$ cat src/rtl/olst_pkg.sv
package olst_pkg;

  localparam int DEPTH_DEFAULT = 64;
  // widest list index for DEPTH up to 1024
  localparam int AT_W = 10;

  localparam logic [3:0] FN_CLEAR    = 4'd0;
  localparam logic [3:0] FN_INS_HEAD = 4'd1;
  localparam logic [3:0] FN_INS_TAIL = 4'd2;
  localparam logic [3:0] FN_INS_AT   = 4'd3;
  localparam logic [3:0] FN_REM_HEAD = 4'd4;
  localparam logic [3:0] FN_REM_TAIL = 4'd5;
  localparam logic [3:0] FN_REM_AT   = 4'd6;
  localparam logic [3:0] FN_REM_KEY  = 4'd7;
  localparam logic [3:0] FN_FIND     = 4'd8;
  localparam logic [3:0] FN_READ_AT  = 4'd9;
  localparam logic [3:0] FN_COUNT    = 4'd10;

  localparam logic [2:0] ST_OK       = 3'd0;
  localparam logic [2:0] ST_FULL     = 3'd1;
  localparam logic [2:0] ST_EMPTY    = 3'd2;
  localparam logic [2:0] ST_NOTFOUND = 3'd3;
  localparam logic [2:0] ST_RANGE    = 3'd4;

  typedef enum logic [2:0] {
    CELL_HOLD,
    CELL_INS,
    CELL_REM,
    CELL_CMP,
    CELL_SCAN
  } cell_op_t;

  typedef struct packed {
    cell_op_t         op;
    logic [AT_W-1:0]  at;
    logic [31:0]      key;
    logic [63:0]      payload;
  } cell_cmd_t;

  typedef enum logic [1:0] {
    S_IDLE,
    S_EXEC,
    S_SCAN,
    S_HIT
  } state_t;

endpackage

$ cat src/rtl/olst_cell.sv
module olst_cell
  import olst_pkg::*;
#(
  parameter int INDEX = 0
) (
  input  logic        clk,
  input  cell_cmd_t   cmd,
  input  logic [31:0] left_key,
  input  logic [63:0] left_payload,
  input  logic [31:0] right_key,
  input  logic [63:0] right_payload,
  input  logic        right_match,
  output logic [31:0] key_q,
  output logic [63:0] payload_q,
  output logic        match_q
);

  localparam logic [AT_W-1:0] MY_AT = AT_W'(INDEX);

  always_ff @(posedge clk) begin
    case (cmd.op)
      CELL_INS: begin
        if (MY_AT == cmd.at) begin
          key_q     <= cmd.key;
          payload_q <= cmd.payload;
        end else if (MY_AT > cmd.at) begin
          key_q     <= left_key;
          payload_q <= left_payload;
        end
      end
      CELL_REM: begin
        if (MY_AT >= cmd.at) begin
          key_q     <= right_key;
          payload_q <= right_payload;
        end
      end
      CELL_CMP:  match_q <= (key_q == cmd.key);
      CELL_SCAN: match_q <= right_match;
      default: ;
    endcase
  end

endmodule

$ cat config.mk
export PLATFORM = sky130hd
export DESIGN_NAME = olst_cell
export DESIGN_NICKNAME = d
export VERILOG_FILES = /design/src/rtl/olst_pkg.sv /design/src/rtl/olst_cell.sv
export SDC_FILE = /design/constraint.sdc
export NUM_CORES = 1
export LEC_CHECK = 0
export ABC_AREA = 1
export BUFFER_PORTS_ARGS = -buffer_cell sky130_fd_sc_hd__buf_2
export CAP_MARGIN = 20
export CORE_AREA = 2 2 153 155
export CTS_BUF_LIST = sky130_fd_sc_hd__clkbuf_2 sky130_fd_sc_hd__clkbuf_4 sky130_fd_sc_hd__clkbuf_8
export CTS_CLUSTER_DIAMETER = 100
export DETAILED_ROUTE_END_ITERATION = 16
export DIE_AREA = 0 0 155 157
export PLACE_DENSITY_LB_ADDON = 0.25
export SYNTH_ARGS = -nofsm -noshare
export SYNTH_HDL_FRONTEND = slang
export SYNTH_SLANG_ARGS = --single-unit
$ cat constraint.sdc
create_clock -name clk -period 23.7 [get_ports clk]
set_clock_uncertainty 0.15 [all_clocks]
set_input_delay 1.185 -clock clk [delete_from_list [all_inputs] [get_ports clk]]
set_output_delay 1.185 -clock clk [all_outputs]
set_load 0.01 [all_outputs]
==> summary.md <==
In the final layout, the multi-input gates occupy 2300 sq um. The run gives 1272 as the number of instances in the placed design. The tools report the worst path setup slack after routing as 20.15 ns.

Among the stages of the critical path, the cell type that occurs most often is sky130_fd_sc_hd__buf_4. The run finished with clean final reports. The tools report the pin count of the biggest net entering global routing as 99. The routed design could run at a clock period as short as 3.55 ns.

The wire length reported by the detailed router is 21500 um, and the total nets after synthesis is 936. The top cell types in the final layout, fill and taps aside, are 399 x sky130_fd_sc_hd__buf_2, 131 x sky130_fd_sc_hd__nand2_1, 109 x sky130_fd_sc_hd__nor2_1, 103 x sky130_fd_sc_hd__o21ai_0, 97 x sky130_fd_sc_hd__edfxtp_1. Averaged over all synthesized cells, the footprint is 8.72 sq um. Commonest non-fill, non-tap cell in the layout: sky130_fd_sc_hd__buf_2. The critical path endpoint category was a flip-flop. The accumulated negative setup slack was 0 ns; the required time at the worst-slack endpoint was 23.56 ns.

The die covers 24300 sq um. From left edge to right edge, the die measures 155 um. In the final routed layout, each cell accounts on average for 16.7 um.

Summed over all layers, the global routing overflow is 0. After synthesis, flip-flops and latches occupy 52.7% of the total area. The worst-case IR drop observed on VDD is 0.0216 mV.

For the normalized max-slew margin, the log shows 34.6%. In this run the power density over the cells is 43.7 nW/um^2. The slowest stage of the critical path is the sky130_fd_sc_hd__buf_4 cell. The type of the setup path with the least slack is primary input to flip-flop.

Across all hold checks on the routed design, the worst slack comes to 0.731 ns. The number of nets still failing antenna checks after routing was 0; the global routing usage summed across all routing layers was 16.7%. The logs give 2 for the initial antenna violation count and 0.799 for the placer congestion estimate.

The clock drives 97 sinks. For the number of pins exceeding their max-slew limit in the final report, the log shows 0. For the deepest clock path buffer count, the log shows 2.

The worst min-delay path class is flip-flop to flip-flop. Startpoint class of the critical path: a primary input. The first detailed-routing pass took 7 iterations. Proportion of register bits with asynchronous set or reset after synthesis: 0%. The filler cells instantiated in the layout total 2395. The stage delay of the slowest cell on the critical path was 0.68 ns; the count of buffers added by post-CTS timing repair for setup was 0. The analysis attributes to cell leakage a power of 3.35 nW.

The number of global-route vias before repair was 5511. Max-cap violations in this run came to 0. The flop and latch count out of synthesis is 97, and the post-route DRC violation count is 0.

The sequential standard cell area is 2910 sq um. The tools report the achievable frequency as 0.282 GHz. The arrival time of data at the critical path endpoint was 3.41 ns; the number of instances resized during post-cts repair was 0.

TritonCTS built the clock tree. Along the worst path, the maximum fanout reaches 55. After detailed routing, the number of vias per cell comes to 4.66. In this run, the number of DRC markers left after iteration 0 of detailed routing was 454.

The wire-length estimate of the detail-placed layout is 16100 um. Clock root buffer master: sky130_fd_sc_hd__clkbuf_8. Counting flops with a built-in enable in the synthesized netlist gives 97. Of the cells placed in the final design, the portion with a size suffix greater than 1 is 42.5%.

For this block, the via count after detailed routing is 6016. Traced cell by cell, the critical path runs through buf_2 -> nor2_1 -> nand3_4 -> nor4_2 -> buf_4 -> buf_4. The mapped netlist covers 5520 sq um. Number of buffers inserted during clock tree synthesis: 9. The first global-routing pass estimated 31200 um of wire. The logs give 24.5% for the effective utilization at floorplan and 35.0% for the final core utilization. The post-placement setup slack was 19.09 ns. The die outline height works out to 157 um. The hold violation total from the final report was 0. The number of distinct library cell variants in the gate-level netlist after synthesis came out at 17.

After floorplanning, the core was divided into 55 placement rows. During placement, the flow inserted port buffers numbering 399. Synthesis-to-layout area growth: 42.5%. Commonest register cell after synthesis: sky130_fd_sc_hd__edfxtp_1. The run gives 0 as the count of final setup violators. The H-tree generated during clock tree synthesis spans 3 levels. Setup repair after global routing left no endpoint under its margin. The fraction of the cycle the final worst path needs was 15.0%; the final layout net count was 1302.

The design draws 344 uW. In this run, post-CTS hold repair placed 0 buffers. The clock input transition at the sequential cells of the worst setup and hold paths is 0.11 ns. The Yosys step of the flow raised 0 warnings. Filler-free cell count of the finished design: 1290. The final design instance area without fill was 7870 sq um. Cell area reported after detailed placement: 7670 sq um. The cell count after synthesis came out at 633. At the pin with the least slew margin, the transition time is 0.982 ns. The clock latency reported for the late side of the worst-skew pair was 0.38 ns. The total core area came out at 22500 sq um.

The tools report the number of placed I/O pins as 400.
==> final timing paths <==
| kind | cells past startpoint | end | startpoint | slack [ns] |
|---|---|---|---|---|
| worst max-delay path | 6 | payload_q[1] | cmd[97] | 20.15 |
| worst min-delay path | 7 | match_q | key_q[24] | 0.73 |
| worst max register to register | 7 | match_q | key_q[11] | 22.32 |
| worst min register to register | 7 | match_q | key_q[24] | 0.73 |
==> metal layers <==
metal	up-vias	part of all wire (%)	GRT usage, %
li1	2966	-	-
met1	2749	40	19.9
met2	276	51	29.5
met3	23	7.3	3.63
met4	2	1.9	6.13
met5	-	0.060	0
==> cells in the mapped netlist, drive strengths merged (2+ instances only) <==
cell type    n  share of area, %
nand2      132               9.0
nor2       110               7.6
o21ai      103               9.3
edfxtp      97                53
a31oi       90                10
clkbuf      27               1.8
buf         24               3.2
inv         15               1.0
xnor2       15               2.4
xor2        11               1.7
nand3        5              0.45
nand4        2              0.23
==> critical path: cells and delay by family <==
family                 cells  cell delay (ns)
AND/OR/NAND/NOR            3             0.86
buffers and inverters      3             1.30
==> logic make-up (layout without fill, tap and decap cells) <==
group	count (synthesis)	in the layout	share of synthesized area, %
simple gates	251	251	17.6
compound gates	193	193	19.5
flops	97	97	52.7
buf+inv	66	437	6.05
xor+xnor	26	26	4.12
other cells	0	1	0
==> sequential cells by signal (all words and copies together) (netlist names) <==
signal     flops
key_q         32
match_q        1
payload_q     64
==> report_power, final <==
| group | leakage (nW) | switching [mW] | total (mW) | internal [mW] |
|---|---|---|---|---|
| Combinational | 2.38 | 0.0240 | 0.0505 | 0.0264 |
| Sequential | 0.882 | 0.0000428 | 0.190 | 0.190 |
| Clock | 0.0841 | 0.0639 | 0.104 | 0.0397 |
| Total | 3.35 | 0.0879 | 0.344 | 0.256 |
==> cell type report <==
cell class / count / area share (%)
clock buffer: 10 / 1.67
antenna: 1 / 0.0318
inverter: 15 / 0.779
multi-input combinational: 470 / 29.3
timing repair buffer: 406 / 26.2
clock inverter: 6 / 0.525
sequential: 97 / 37.0
tap: 285 / 4.53
No activity file was read; power rests on OpenSTA's default activity.
